--- src/sv/lfpid_pkg.sv ---
// Shared types and constants for the line-follow PID differential drive unit.
`default_nettype none
package lfpid_pkg;

	// Width of the shared accumulator datapath
	localparam int ACC_W = 64;

	// Configuration register indexes
	localparam logic [2:0] REG_TARGET     = 3'd0;
	localparam logic [2:0] REG_GAIN_PROP  = 3'd1;
	localparam logic [2:0] REG_GAIN_INTEG = 3'd2;
	localparam logic [2:0] REG_GAIN_DERIV = 3'd3;
	localparam logic [2:0] REG_TURN_BIAS  = 3'd4;
	localparam logic [2:0] REG_BASE_DRIVE = 3'd5;
	localparam logic [2:0] REG_SLOW_TURN  = 3'd6;
	localparam logic [2:0] REG_SLOW_DERIV = 3'd7;

	// Input command codes
	localparam logic CMD_SAMPLE = 1'b0;
	localparam logic CMD_RESET  = 1'b1;

	typedef struct packed {
		logic       cmd;
		logic [7:0] reflection;
	} in_t;

	typedef struct packed {
		logic signed [7:0] left_drive;
		logic signed [7:0] right_drive;
	} out_t;

endpackage
`default_nettype wire

--- src/sv/lfpid_alu.sv ---
// Shared add/subtract unit used by the multiply, wheel-sum, absolute-value and division steps of the sequencer.
`default_nettype none
module lfpid_alu (
	input  wire logic signed [lfpid_pkg::ACC_W-1:0] a,
	input  wire logic signed [lfpid_pkg::ACC_W-1:0] b,
	input  wire logic                               sub,
	output logic signed [lfpid_pkg::ACC_W-1:0]      y
);
	import lfpid_pkg::*;

	logic [ACC_W-1:0] b_inv;

	// Invert and carry in for subtract
	assign b_inv = sub ? ~b : b;
	assign y = a + $signed(b_inv) + $signed({{(ACC_W-1){1'b0}}, sub});

endmodule
`default_nettype wire

--- src/sv/line_follow_pid_differential_drive_unit.sv ---
// Top level of the line-follow PID differential drive unit.
// One item (a reflection sample or a reset command) yields one pair of wheel commands.
// A sample runs five multiplies and, when the wheel values must be scaled down to
// DRIVE_LIMIT, two divisions; a reset command goes straight to the output. These
// run on the single shared 64-bit adder: the 16-bit shift-add multiplies take one
// bit per cycle, the divisions are 8-step restoring ones. in_stall is high while an
// item is in work; the next item is taken while the finished result waits in the
// output register. Configuration writes are always ready and must be made while idle.
`default_nettype none
module line_follow_pid_differential_drive_unit #(
	parameter int MIN_DRIVE_RATIO_Q8 = 77,
	parameter int DRIVE_LIMIT        = 100
) (
	input  wire logic             clk,
	input  wire logic             arst_n,
	input  wire logic             in_valid,
	output logic                  in_stall,
	input  wire lfpid_pkg::in_t   in_data,
	output logic                  out_valid,
	input  wire logic             out_stall,
	output lfpid_pkg::out_t       out_data,
	input  wire logic             cfg_valid,
	output logic                  cfg_ready,
	input  wire logic [2:0]       cfg_index,
	input  wire logic [15:0]      cfg_data
);
	import lfpid_pkg::*;

	localparam int QW = 8;

	localparam logic [3:0] S_IDLE  = 4'd0;
	localparam logic [3:0] S_MUL   = 4'd1;
	localparam logic [3:0] S_NEXT  = 4'd2;
	localparam logic [3:0] S_FLOOR = 4'd3;
	localparam logic [3:0] S_LEFT  = 4'd4;
	localparam logic [3:0] S_RIGHT = 4'd5;
	localparam logic [3:0] S_ABSL  = 4'd6;
	localparam logic [3:0] S_ABSR  = 4'd7;
	localparam logic [3:0] S_BIG   = 4'd8;
	localparam logic [3:0] S_DIV   = 4'd9;
	localparam logic [3:0] S_DONE  = 4'd10;

	// Configuration registers
	logic        [7:0]  target_q;
	logic signed [15:0] gain_prop_q, gain_integ_q, gain_deriv_q, turn_bias_q;
	logic        [6:0]  base_q;
	logic        [15:0] slow_turn_q, slow_deriv_q;

	// Loop state
	logic signed [23:0] error_sum_q;
	logic        [7:0]  last_q;

	// Sequencer and datapath
	logic [3:0]  state_q;
	logic [3:0]  cnt_q;
	logic [2:0]  phase_q;
	logic signed [ACC_W-1:0] acc_q, mcand_q, turn_q, speed_q, left_q, right_q;
	logic signed [ACC_W-1:0] mag_l_q, mag_r_q, big_q, rem_q, dsr_q;
	logic [15:0] mplier_q;
	logic        neg_q;
	logic signed [8:0] deriv_q;
	logic [QW-1:0] quo_q, ql_q, qr_q;
	logic        lneg_q, rneg_q;

	logic signed [ACC_W-1:0] alu_a, alu_b, alu_y;
	logic                    alu_sub;

	logic signed [8:0]  err_c, deriv_c;
	logic signed [24:0] sum_c;
	logic signed [23:0] sum_sat;
	logic signed [ACC_W-1:0] floor_c, lim_c, big_c;
	logic [QW-1:0] quo_next;

	lfpid_alu u_alu (
		.a   (alu_a),
		.b   (alu_b),
		.sub (alu_sub),
		.y   (alu_y)
	);

	assign cfg_ready = 1'b1;
	assign in_stall  = (state_q != S_IDLE);

	// Error, derivative and saturated integral of the incoming sample
	assign err_c   = $signed({1'b0, in_data.reflection}) - $signed({1'b0, target_q});
	assign deriv_c = $signed({1'b0, in_data.reflection}) - $signed({1'b0, last_q});
	assign sum_c   = 25'(error_sum_q) + 25'(err_c);
	always_comb begin
		if (sum_c > 25'sd8388607)
			sum_sat = 24'sh7FFFFF;
		else if (sum_c < -25'sd8388608)
			sum_sat = 24'sh800000;
		else
			sum_sat = sum_c[23:0];
	end

	assign floor_c = $signed(ACC_W'({57'd0, base_q} * ACC_W'(MIN_DRIVE_RATIO_Q8)) << 8);
	assign lim_c   = $signed(ACC_W'(DRIVE_LIMIT) << 16);
	assign big_c   = (mag_r_q > mag_l_q) ? mag_r_q : mag_l_q;
	assign quo_next = {quo_q[QW-2:0], ~alu_y[ACC_W-1]};

	// Select operands for the shared adder
	always_comb begin
		alu_a   = acc_q;
		alu_b   = '0;
		alu_sub = 1'b0;
		case (state_q)
			S_MUL: begin
				alu_b   = mcand_q;
				alu_sub = neg_q;
			end
			S_LEFT: begin
				alu_a   = speed_q;
				alu_b   = turn_q <<< 8;
				alu_sub = 1'b1;
			end
			S_RIGHT: begin
				alu_a = speed_q;
				alu_b = turn_q <<< 8;
			end
			S_ABSL: begin
				alu_a   = '0;
				alu_b   = left_q;
				alu_sub = 1'b1;
			end
			S_ABSR: begin
				alu_a   = '0;
				alu_b   = right_q;
				alu_sub = 1'b1;
			end
			S_DIV: begin
				alu_a   = rem_q;
				alu_b   = dsr_q;
				alu_sub = 1'b1;
			end
			default: begin
				alu_a = acc_q;
			end
		endcase
	end

	// Take configuration writes
	always_ff @(posedge clk or negedge arst_n) begin
		if (!arst_n) begin
			target_q     <= 8'd50;
			gain_prop_q  <= 16'sd256;
			gain_integ_q <= '0;
			gain_deriv_q <= '0;
			turn_bias_q  <= '0;
			base_q       <= 7'd50;
			slow_turn_q  <= '0;
			slow_deriv_q <= '0;
		end else if (cfg_valid && cfg_ready) begin
			case (cfg_index)
				REG_TARGET:     target_q     <= cfg_data[7:0];
				REG_GAIN_PROP:  gain_prop_q  <= cfg_data;
				REG_GAIN_INTEG: gain_integ_q <= cfg_data;
				REG_GAIN_DERIV: gain_deriv_q <= cfg_data;
				REG_TURN_BIAS:  turn_bias_q  <= cfg_data;
				REG_BASE_DRIVE: base_q       <= cfg_data[6:0];
				REG_SLOW_TURN:  slow_turn_q  <= cfg_data;
				REG_SLOW_DERIV: slow_deriv_q <= cfg_data;
				default: ;
			endcase
		end
	end

	// Control: sequencer state, loop state and output handshake
	always_ff @(posedge clk or negedge arst_n) begin
		if (!arst_n) begin
			state_q     <= S_IDLE;
			error_sum_q <= '0;
			last_q      <= '0;
			out_valid   <= 1'b0;
			cnt_q       <= '0;
			phase_q     <= '0;
		end else begin
			if (out_valid && !out_stall && state_q != S_DONE)
				out_valid <= 1'b0;
			case (state_q)
				S_IDLE: begin
					if (in_valid) begin
						cnt_q   <= '0;
						phase_q <= '0;
						if (in_data.cmd == CMD_RESET) begin
							error_sum_q <= '0;
							last_q      <= '0;
							state_q     <= S_DONE;
						end else begin
							error_sum_q <= sum_sat;
							last_q      <= in_data.reflection;
							state_q     <= S_MUL;
						end
					end
				end
				S_MUL: begin
					cnt_q <= cnt_q + 4'd1;
					if (cnt_q == 4'd15)
						state_q <= S_NEXT;
				end
				S_NEXT: begin
					phase_q <= phase_q + 3'd1;
					state_q <= (phase_q == 3'd4) ? S_FLOOR : S_MUL;
				end
				S_FLOOR: state_q <= S_LEFT;
				S_LEFT:  state_q <= S_RIGHT;
				S_RIGHT: state_q <= S_ABSL;
				S_ABSL:  state_q <= S_ABSR;
				S_ABSR:  state_q <= S_BIG;
				S_BIG: begin
					cnt_q   <= '0;
					phase_q <= '0;
					state_q <= (big_c > lim_c) ? S_DIV : S_DONE;
				end
				S_DIV: begin
					if (cnt_q == 4'(QW - 1)) begin
						cnt_q <= '0;
						if (phase_q == 3'd0)
							phase_q <= 3'd1;
						else
							state_q <= S_DONE;
					end else begin
						cnt_q <= cnt_q + 4'd1;
					end
				end
				S_DONE: begin
					if (!out_valid || !out_stall) begin
						out_valid <= 1'b1;
						state_q   <= S_IDLE;
					end
				end
				default: state_q <= S_IDLE;
			endcase
		end
	end

	// Datapath registers
	always_ff @(posedge clk) begin
		case (state_q)
			S_IDLE: begin
				deriv_q  <= deriv_c;
				acc_q    <= ACC_W'(turn_bias_q);
				mcand_q  <= ACC_W'(err_c);
				mplier_q <= gain_prop_q[15] ? 16'(-gain_prop_q) : gain_prop_q;
				neg_q    <= gain_prop_q[15];
				ql_q     <= '0;
				qr_q     <= '0;
				lneg_q   <= 1'b0;
				rneg_q   <= 1'b0;
			end
			S_MUL: begin
				if (mplier_q[0])
					acc_q <= alu_y;
				mcand_q  <= mcand_q <<< 1;
				mplier_q <= mplier_q >> 1;
			end
			S_NEXT: begin
				case (phase_q)
					3'd0: begin
						mcand_q  <= ACC_W'(error_sum_q);
						mplier_q <= gain_integ_q[15] ? 16'(-gain_integ_q) : gain_integ_q;
						neg_q    <= ~gain_integ_q[15];
					end
					3'd1: begin
						mcand_q  <= ACC_W'(deriv_q);
						mplier_q <= gain_deriv_q[15] ? 16'(-gain_deriv_q) : gain_deriv_q;
						neg_q    <= gain_deriv_q[15];
					end
					3'd2: begin
						turn_q   <= acc_q;
						acc_q    <= $signed(ACC_W'(base_q) << 16);
						mcand_q  <= acc_q;
						mplier_q <= slow_turn_q;
						neg_q    <= ~acc_q[ACC_W-1];
					end
					3'd3: begin
						mcand_q  <= ACC_W'(deriv_q) <<< 8;
						mplier_q <= slow_deriv_q;
						neg_q    <= ~deriv_q[8];
					end
					default: ;
				endcase
			end
			S_FLOOR: speed_q <= (acc_q < floor_c) ? floor_c : acc_q;
			S_LEFT:  left_q  <= alu_y;
			S_RIGHT: right_q <= alu_y;
			S_ABSL: begin
				mag_l_q <= left_q[ACC_W-1] ? alu_y : left_q;
				lneg_q  <= left_q[ACC_W-1];
			end
			S_ABSR: begin
				mag_r_q <= right_q[ACC_W-1] ? alu_y : right_q;
				rneg_q  <= right_q[ACC_W-1];
			end
			S_BIG: begin
				big_q <= big_c;
				rem_q <= $signed(ACC_W'(mag_l_q * ACC_W'(DRIVE_LIMIT)));
				dsr_q <= big_c <<< (QW - 1);
				ql_q  <= mag_l_q[16 +: QW];
				qr_q  <= mag_r_q[16 +: QW];
			end
			S_DIV: begin
				quo_q <= quo_next;
				if (cnt_q == 4'(QW - 1)) begin
					if (phase_q == 3'd0) begin
						ql_q  <= quo_next;
						rem_q <= $signed(ACC_W'(mag_r_q * ACC_W'(DRIVE_LIMIT)));
						dsr_q <= big_q <<< (QW - 1);
					end else begin
						qr_q <= quo_next;
					end
				end else begin
					// Restoring step: keep the remainder when the trial stays nonnegative
					if (!alu_y[ACC_W-1])
						rem_q <= alu_y;
					dsr_q <= dsr_q >>> 1;
				end
			end
			S_DONE: begin
				if (!out_valid || !out_stall) begin
					out_data.left_drive  <= lneg_q ? -$signed(ql_q) : $signed(ql_q);
					out_data.right_drive <= rneg_q ? -$signed(qr_q) : $signed(qr_q);
				end
			end
			default: ;
		endcase
	end

endmodule
`default_nettype wire
--- config.mk ---
export PLATFORM = sky130hd
export DESIGN_NAME = line_follow_pid_differential_drive_unit
export DESIGN_NICKNAME = d
export VERILOG_FILES = /design/src/sv/lfpid_pkg.sv /design/src/sv/lfpid_alu.sv /design/src/sv/line_follow_pid_differential_drive_unit.sv
export SDC_FILE = /design/constraint.sdc
export NUM_CORES = 2
export LEC_CHECK = 0
export ABC_AREA = 1
export BUFFER_PORTS_ARGS = -buffer_cell sky130_fd_sc_hd__buf_2
export CAP_MARGIN = 20
export CORE_MARGIN = 5
export CORE_UTILIZATION = 60
export CTS_CLUSTER_DIAMETER = 40
export DETAILED_ROUTE_END_ITERATION = 6
export PLACE_DENSITY = 0.84
export REMOVE_ABC_BUFFERS = 1
export SETUP_SLACK_MARGIN = 0.3
export SYNTH_ARGS = -nofsm -noshare
export SYNTH_HDL_FRONTEND = slang
export SYNTH_SLANG_ARGS = --single-unit
--- constraint.sdc ---
create_clock -name clk -period 13.35 [get_ports clk]
set_clock_uncertainty 0.05 [all_clocks]
set_input_delay 1.335 -clock clk [delete_from_list [all_inputs] [get_ports clk]]
set_output_delay 1.335 -clock clk [all_outputs]
set_load 0.05 [all_outputs]
Word level (Yosys, flattened, before mapping)
Cells that the tools add are included.
{ "word_totals": {"regBits": 911, "out_inout_bits": 19, "wordCells": 201, "inputBits": 33} }
{ "classes": {"muxes": 60, "mul": 3, "n_eq_ne": 35, "reduce_logical": 42, "bitwise": 5, "magnitude_cmp": 5, "add_sub_neg": 12} }
{ "op_table": {"columns": ["cell", "count"], "rows": [
  ["$mux 64", 9],
  ["$pmux 64 s3", 3],
  ["$pmux 64 s5", 1],
  ["$pmux 64 s2", 2],
  ["$pmux 64 s4", 1],
  ["$mul 64x6->62 const B", 2],
  ["$mux 63", 2],
  ["$mux 24", 3],
  ["$add 64x2->64", 1],
  ["$add 64x64->64", 1],
  ["$gt 64x24->1 const B", 1],
  ["$gt 64x64->1", 1],
  ["$lt 64x23->1", 1],
  ["$not 64->64", 1],
  ["$pmux 16 s4", 1],
  ["$mux 8", 7],
  ["$mux 16", 3],
  ["$neg 16->16", 3],
  ["$pmux 16 s3", 1],
  ["$pmux 8 s3", 2],
  ["$pmux 4 s11", 1],
  ["$mux 4", 8],
  ["$reduce_and 2->1", 15],
  ["$add 24x9->25", 1],
  ["40 further kinds", 91]
]} }

Logic depth before layout (Yosys ltp)
{ "depth": {"word_depth": 11, "mapped_depth": 33} }

Hierarchy
A second synthesis with hierarchy kept.
{ "unflattened": {"cells_unflattened": 7921, "hier_area_um2": 64942.3} }
{ "by_module_without_submodules": {"columns": ["mod", "n_inst", "seq_area_each_um2", "cells_per_inst", "area_each_um2"], "rows": [
  ["line_follow_pid_differential_drive_unit", 1, 26589.3, 6747, 59022.9],
  ["lfpid_alu", 1, 0.0, 1174, 5919.4]
]} }

Worst setup path after synthesis
OpenSTA, ideal clock, no wires.
{ "synth_path": {"path_type": "reg-to-reg", "start": "register state_q[2]", "end": "register rem_q[0] (enable)", "setup_slack_ps": 4617, "n_path_buf": 2, "path_stages_with_launch": 21, "setup_ps": 499, "arrival_ps": 8184, "cell_sequence": "dfrtp_1 -> inv_2 -> nor2_8 -> nand2_4 -> inv_2 -> clkbuf_1 -> clkbuf_1 -> a221oi_1 -> xor2_1 -> ha_1 -> a21oi_1 -> o21ai_0 -> a21oi_1 -> o21ai_2 -> a21oi_2 -> o21ai_2 -> nand2_1 -> nand3b_1 -> nand2_2 -> inv_2 -> o21bai_1"} }
{ "synth_via": {"elab_chain_cells": 9, "word_cells_on_any_way": 21, "cone_classes": "add/sub (2); eq/ne (9); mux (4); bitwise (1); reduce/logical (5)"} }
{ "synth_rtl": {"columns": ["item", "line_no", "text"], "rows": [
  ["start: declaration", "line_follow_pid_differential_drive_unit.sv:54", "logic [3:0] state_q;"],
  ["start signal: assignment", "line_follow_pid_differential_drive_unit.sv:203", "state_q <= (phase_q == 3'd4) ? S_FLOOR : S_MUL;"],
  ["start signal: assignment", "line_follow_pid_differential_drive_unit.sv:213", "state_q <= (big_c > lim_c) ? S_DIV : S_DONE;"],
  ["$eq 4x3->1", "line_follow_pid_differential_drive_unit.sv:107", "case (state_q)"],
  ["$reduce_or 2->1 (no source line)", null, null],
  ["$pmux 64 s5", "line_follow_pid_differential_drive_unit.sv:107", null],
  ["$not 64->64", "lfpid_alu.sv:14", "assign b_inv = sub ? ~b : b;"],
  ["$mux 64", "lfpid_alu.sv:14", null],
  ["$add 64x64->64", "lfpid_alu.sv:15", "assign y = a + $signed(b_inv) + $signed({{(ACC_W-1){1'b0}}, sub});"],
  ["$add 64x2->64 (*)", "lfpid_alu.sv:15", null],
  ["named net alu_y[63]", "line_follow_pid_differential_drive_unit.sv:65", "logic signed [ACC_W-1:0] alu_a, alu_b, alu_y;"],
  ["$ne 3x3->1 (no source line) (*)", null, null],
  ["$reduce_and 3->1 (no source line) (*)", null, null],
  ["end signal: assignment", "line_follow_pid_differential_drive_unit.sv:297", "rem_q <= $signed(ACC_W'(mag_l_q * ACC_W'(DRIVE_LIMIT)));"],
  ["end signal: assignment", "line_follow_pid_differential_drive_unit.sv:307", "rem_q <= $signed(ACC_W'(mag_r_q * ACC_W'(DRIVE_LIMIT)));"],
  ["end signal: assignment", "line_follow_pid_differential_drive_unit.sv:315", "rem_q <= alu_y;"],
  ["end: declaration", "line_follow_pid_differential_drive_unit.sv:58", "logic signed [ACC_W-1:0] mag_l_q, mag_r_q, big_q, rem_q, dsr_q;"]
]} }
Mark *: on every way through the listed nets, which the timed path passes. The rest lies on a longest branch.
A chain may end at the register's enable or synchronous reset.

Worst setup path in the final report
{ "layout_path": {"start": "register state_q[0]", "end": "register rem_q[27] (enable)"} }
Same word-level chain as after synthesis.

==> flow_metrics.env <==
export IMPL_status="finished with violations"
export IMPL_violations="DRC"
export IMPL_cts_resized=0
export IMPL_port_buffers=50
export IMPL_cts_root_buf="clkbuf_16"
export IMPL_finalCriticalPeriod_ns=7.96
export IMPL_routed_wl_um=225000
export IMPL_p_leak_nw=32.1
export IMPL_h_tree_depth=3
export IMPL_ys_seq_elements=911
export IMPL_ys_seq_area_frac=0.417
export IMPL_drtIter0Drc=8135
export IMPL_grt_pass1_vias=54537
export IMPL_cts_buffers_inserted=118
export IMPL_wire_per_inst_um=24.9
export IMPL_clkTransAtPathRegs_ns=0.06
export IMPL_finalHoldViolations=0
export IMPL_vias_per_cell=6.30
export IMPL_grt_usage=0.390
export IMPL_ys_async_sr_fraction=0.170
export IMPL_rsz0062_at_grt="false"
export IMPL_start_util=0.605
export IMPL_synth_edff_count=756
export IMPL_die_area_sq_um=113000
export IMPL_die_h_um=336
export IMPL_rrSetupSlack_ns=5.39
export IMPL_dr_pass1_iters=7
export IMPL_synth_cells=7518
export IMPL_maxCapViolations=0
export IMPL_crit_arrival_ns=8.24
export IMPL_die_w_um=336
export IMPL_slew_headroom=0.211
export IMPL_ir_drop_uv=334
export IMPL_dp_hpwl_um=167000
export IMPL_gp_congestion=1.11
export IMPL_max_clock_path_buffers=3
export IMPL_syn_avg_cell_area_sq_um=8.49
export IMPL_cts_tree="yes"
export IMPL_coreArea_sq_um=105000
export IMPL_maxSlewViolCount=0
export IMPL_power_density_nw_per_um2=291
export IMPL_drcViolationCount=3
export IMPL_grt_overflow_total=0
export IMPL_ios=52
export IMPL_start_kind="flop"
export IMPL_hold_buffers=0
export IMPL_power_mw=20.3
export IMPL_final_nets=8253
export IMPL_crit_path_end_kind="flop"
export IMPL_cts_sinks=911
export IMPL_insertedDiodeCount=0
export IMPL_yosys_top_cells_count="nand2_1 (1565), inv_1 (1309), edfxtp_1 (756)"
export IMPL_clock_latency_ns=0.74
export IMPL_ys_warn_count=0
export IMPL_netlist_top_cells_area="edfxtp_1 (36%), ha_1 (11%), nand2_1 (9.2%)"
export IMPL_grt_pass1_wl_um=332000
export IMPL_fmax_ghz=0.126
export IMPL_yosysMostFrequentCell="nand2_1"
export IMPL_post_cts_buffers=0
export IMPL_drtAntennaViolNets=0
export IMPL_ys_types=72
export IMPL_syn_to_final_growth_pct=9.33
export IMPL_crit_fanout=58
export IMPL_path_class="flop to flop"
export IMPL_setup_viol=0
export IMPL_grt_max_degree=90
export IMPL_fin_crit_sh=0.596
export IMPL_ys_flop_type="edfxtp_1"
export IMPL_cp_required_ns=13.62
export IMPL_tns_ns=0
export IMPL_antenna_found_initial=6
export IMPL_vias=56788
export IMPL_synth_top_area_share=0.356
export IMPL_hold_path_class="flop to flop"
export IMPL_synth_top_area_cell="edfxtp_1"
export IMPL_rows=119
export IMPL_syn_area_sq_um=63800
export IMPL_drive_gt1_frac=0.0608
export IMPL_worstMarginPinSlew_ns=1.18
[final timing paths]
| kind | cells past startpoint | endpoint | from |
|---|---|---|---|
| min in group asynchronous | 1 | gain_deriv_q[3]$_DFFE_PN0P_ | arst_n |
| max reg2reg | 23 | rem_q[27]$_DFFE_PP_ | state_q[0]$_DFFE_PN0P_ |
| min | 0 | turn_q[28]$_DFFE_PP_ | acc_q[28]$_DFFE_PP_ |
| min reg2reg | 0 | turn_q[28]$_DFFE_PP_ | acc_q[28]$_DFFE_PP_ |
| max | 23 | rem_q[27]$_DFFE_PP_ | state_q[0]$_DFFE_PN0P_ |
| max in group asynchronous | 2 | state_q[0]$_DFFE_PN0P_ | arst_n |
[state kept, by name, indices dropped and copies added, names as in the netlist, 24 cells and up]
signal	cells
acc_q	64
dsr_q	64
left_q	64
mag_l_q	64
mag_r_q	64
mcand_q	64
rem_q	64
right_q	64
speed_q	64
big_q	57
turn_q	56
error_sum_q	24
[layout make-up]
| type | count | area, sq um |
|---|---|---|
| clock buffer | 140 | 3060 |
| clock inverter | 80 | 1050 |
| fill | 8304 | 35700 |
| inverter | 1332 | 5010 |
| multi-input combinational | 5042 | 31400 |
| sequential | 911 | 26600 |
| tap | 1391 | 1740 |
| timing repair buffer | 125 | 880 |
[critical path, stage by stage, from the launching register on]
cell and delay (ns):
dfrtp_1 0.52, nand2_1 0.20, inv_2 0.37, nand2_4 0.35, inv_4 0.62, buf_4 0.79
nand2_1 0.15, o21ai_0 0.16, a21oi_1 0.09, nand2_1 0.11, xnor2_1 0.14, ha_1 0.31
a21oi_1 0.35, o21ai_0 0.21, a21oi_1 0.33, o21ai_2 0.19, a21oi_2 0.32, o21ai_2 0.15
nand2_1 0.11, nand3b_1 0.09, nand2_2 0.15, inv_2 0.07, o21bai_4 0.89, buf_4 0.70
[power breakdown]
group,switching [mW],internal [mW],total [mW]
clock network,1.36,1.96,3.32
logic,8.21,3.14,11.3
registers,0.680,4.97,5.65
total,10.2,10.1,20.3
[placed cells by master, fill, tap and decap left out, types with 15 or more instances in the layout]
cell / n
o21bai_1: 23
buf_4: 70
o211ai_1: 141
nor4_1: 18
xor2_1: 119
o22ai_1: 25
nor3_1: 61
o21ai_0: 610
nand3_1: 228
nand2_2: 19
o2111ai_1: 27
xnor2_1: 56
fa_1: 124
bufinv_16: 15
dfrtp_1: 148
buf_2: 49
a31oi_1: 64
ha_1: 566
clkinv_1: 15
a221oi_1: 60
clkbuf_1: 21
a22oi_1: 55
clkbuf_16: 119
nor2_1: 516
a32o_1: 16
a21oi_1: 431
inv_2: 15
inv_1: 1307
a21o_1: 21
or2_2: 62
edfxtp_1: 756
nand2_1: 1558
nand4_1: 56
o21a_1: 36
o221ai_1: 36
[kinds of logic after synthesis]
kind of cell | share of synthesized area
other | 0.000118
adders and majority gates | 0.150
AOI/OAI and AO/OA | 0.151
xor gates and xnor gates | 0.0255
DFF | 0.417
buffers and inverters | 0.0926
and+or+nand+nor | 0.164
[metal layers]
metal | part of all wire | vias up | GRT usage
met2 | 0.44 | 4098 | 0.601
met1 | 0.35 | 26427 | 0.482
met3 | 0.12 | 932 | 0.0829
li1 | - | 25323 | -
met4 | 0.098 | 8 | 0.302
met5 | 0.00025 | - | 0
[through the flow]
| stage | utilization | hold slack, ns | instance area (sq um) | std cells | setup WS (ns) |
|---|---|---|---|---|---|
| floorplan | - | 0.376 | 62900 | 7285 | 4.13 |
| global placement | 0.622 | 0.381 | 65600 | 8796 | 6.23 |
| detailed placement | 0.622 | 0.390 | 65600 | 8797 | 5.94 |
| CTS | 0.661 | 0.396 | 69700 | 9017 | 5.78 |
| global route | 0.662 | 0.406 | 69800 | 9021 | 5.24 |
| finish | 0.662 | 0.394 | 69800 | 9021 | 5.39 |
Note: power is estimated with default switching activity, not from simulation.
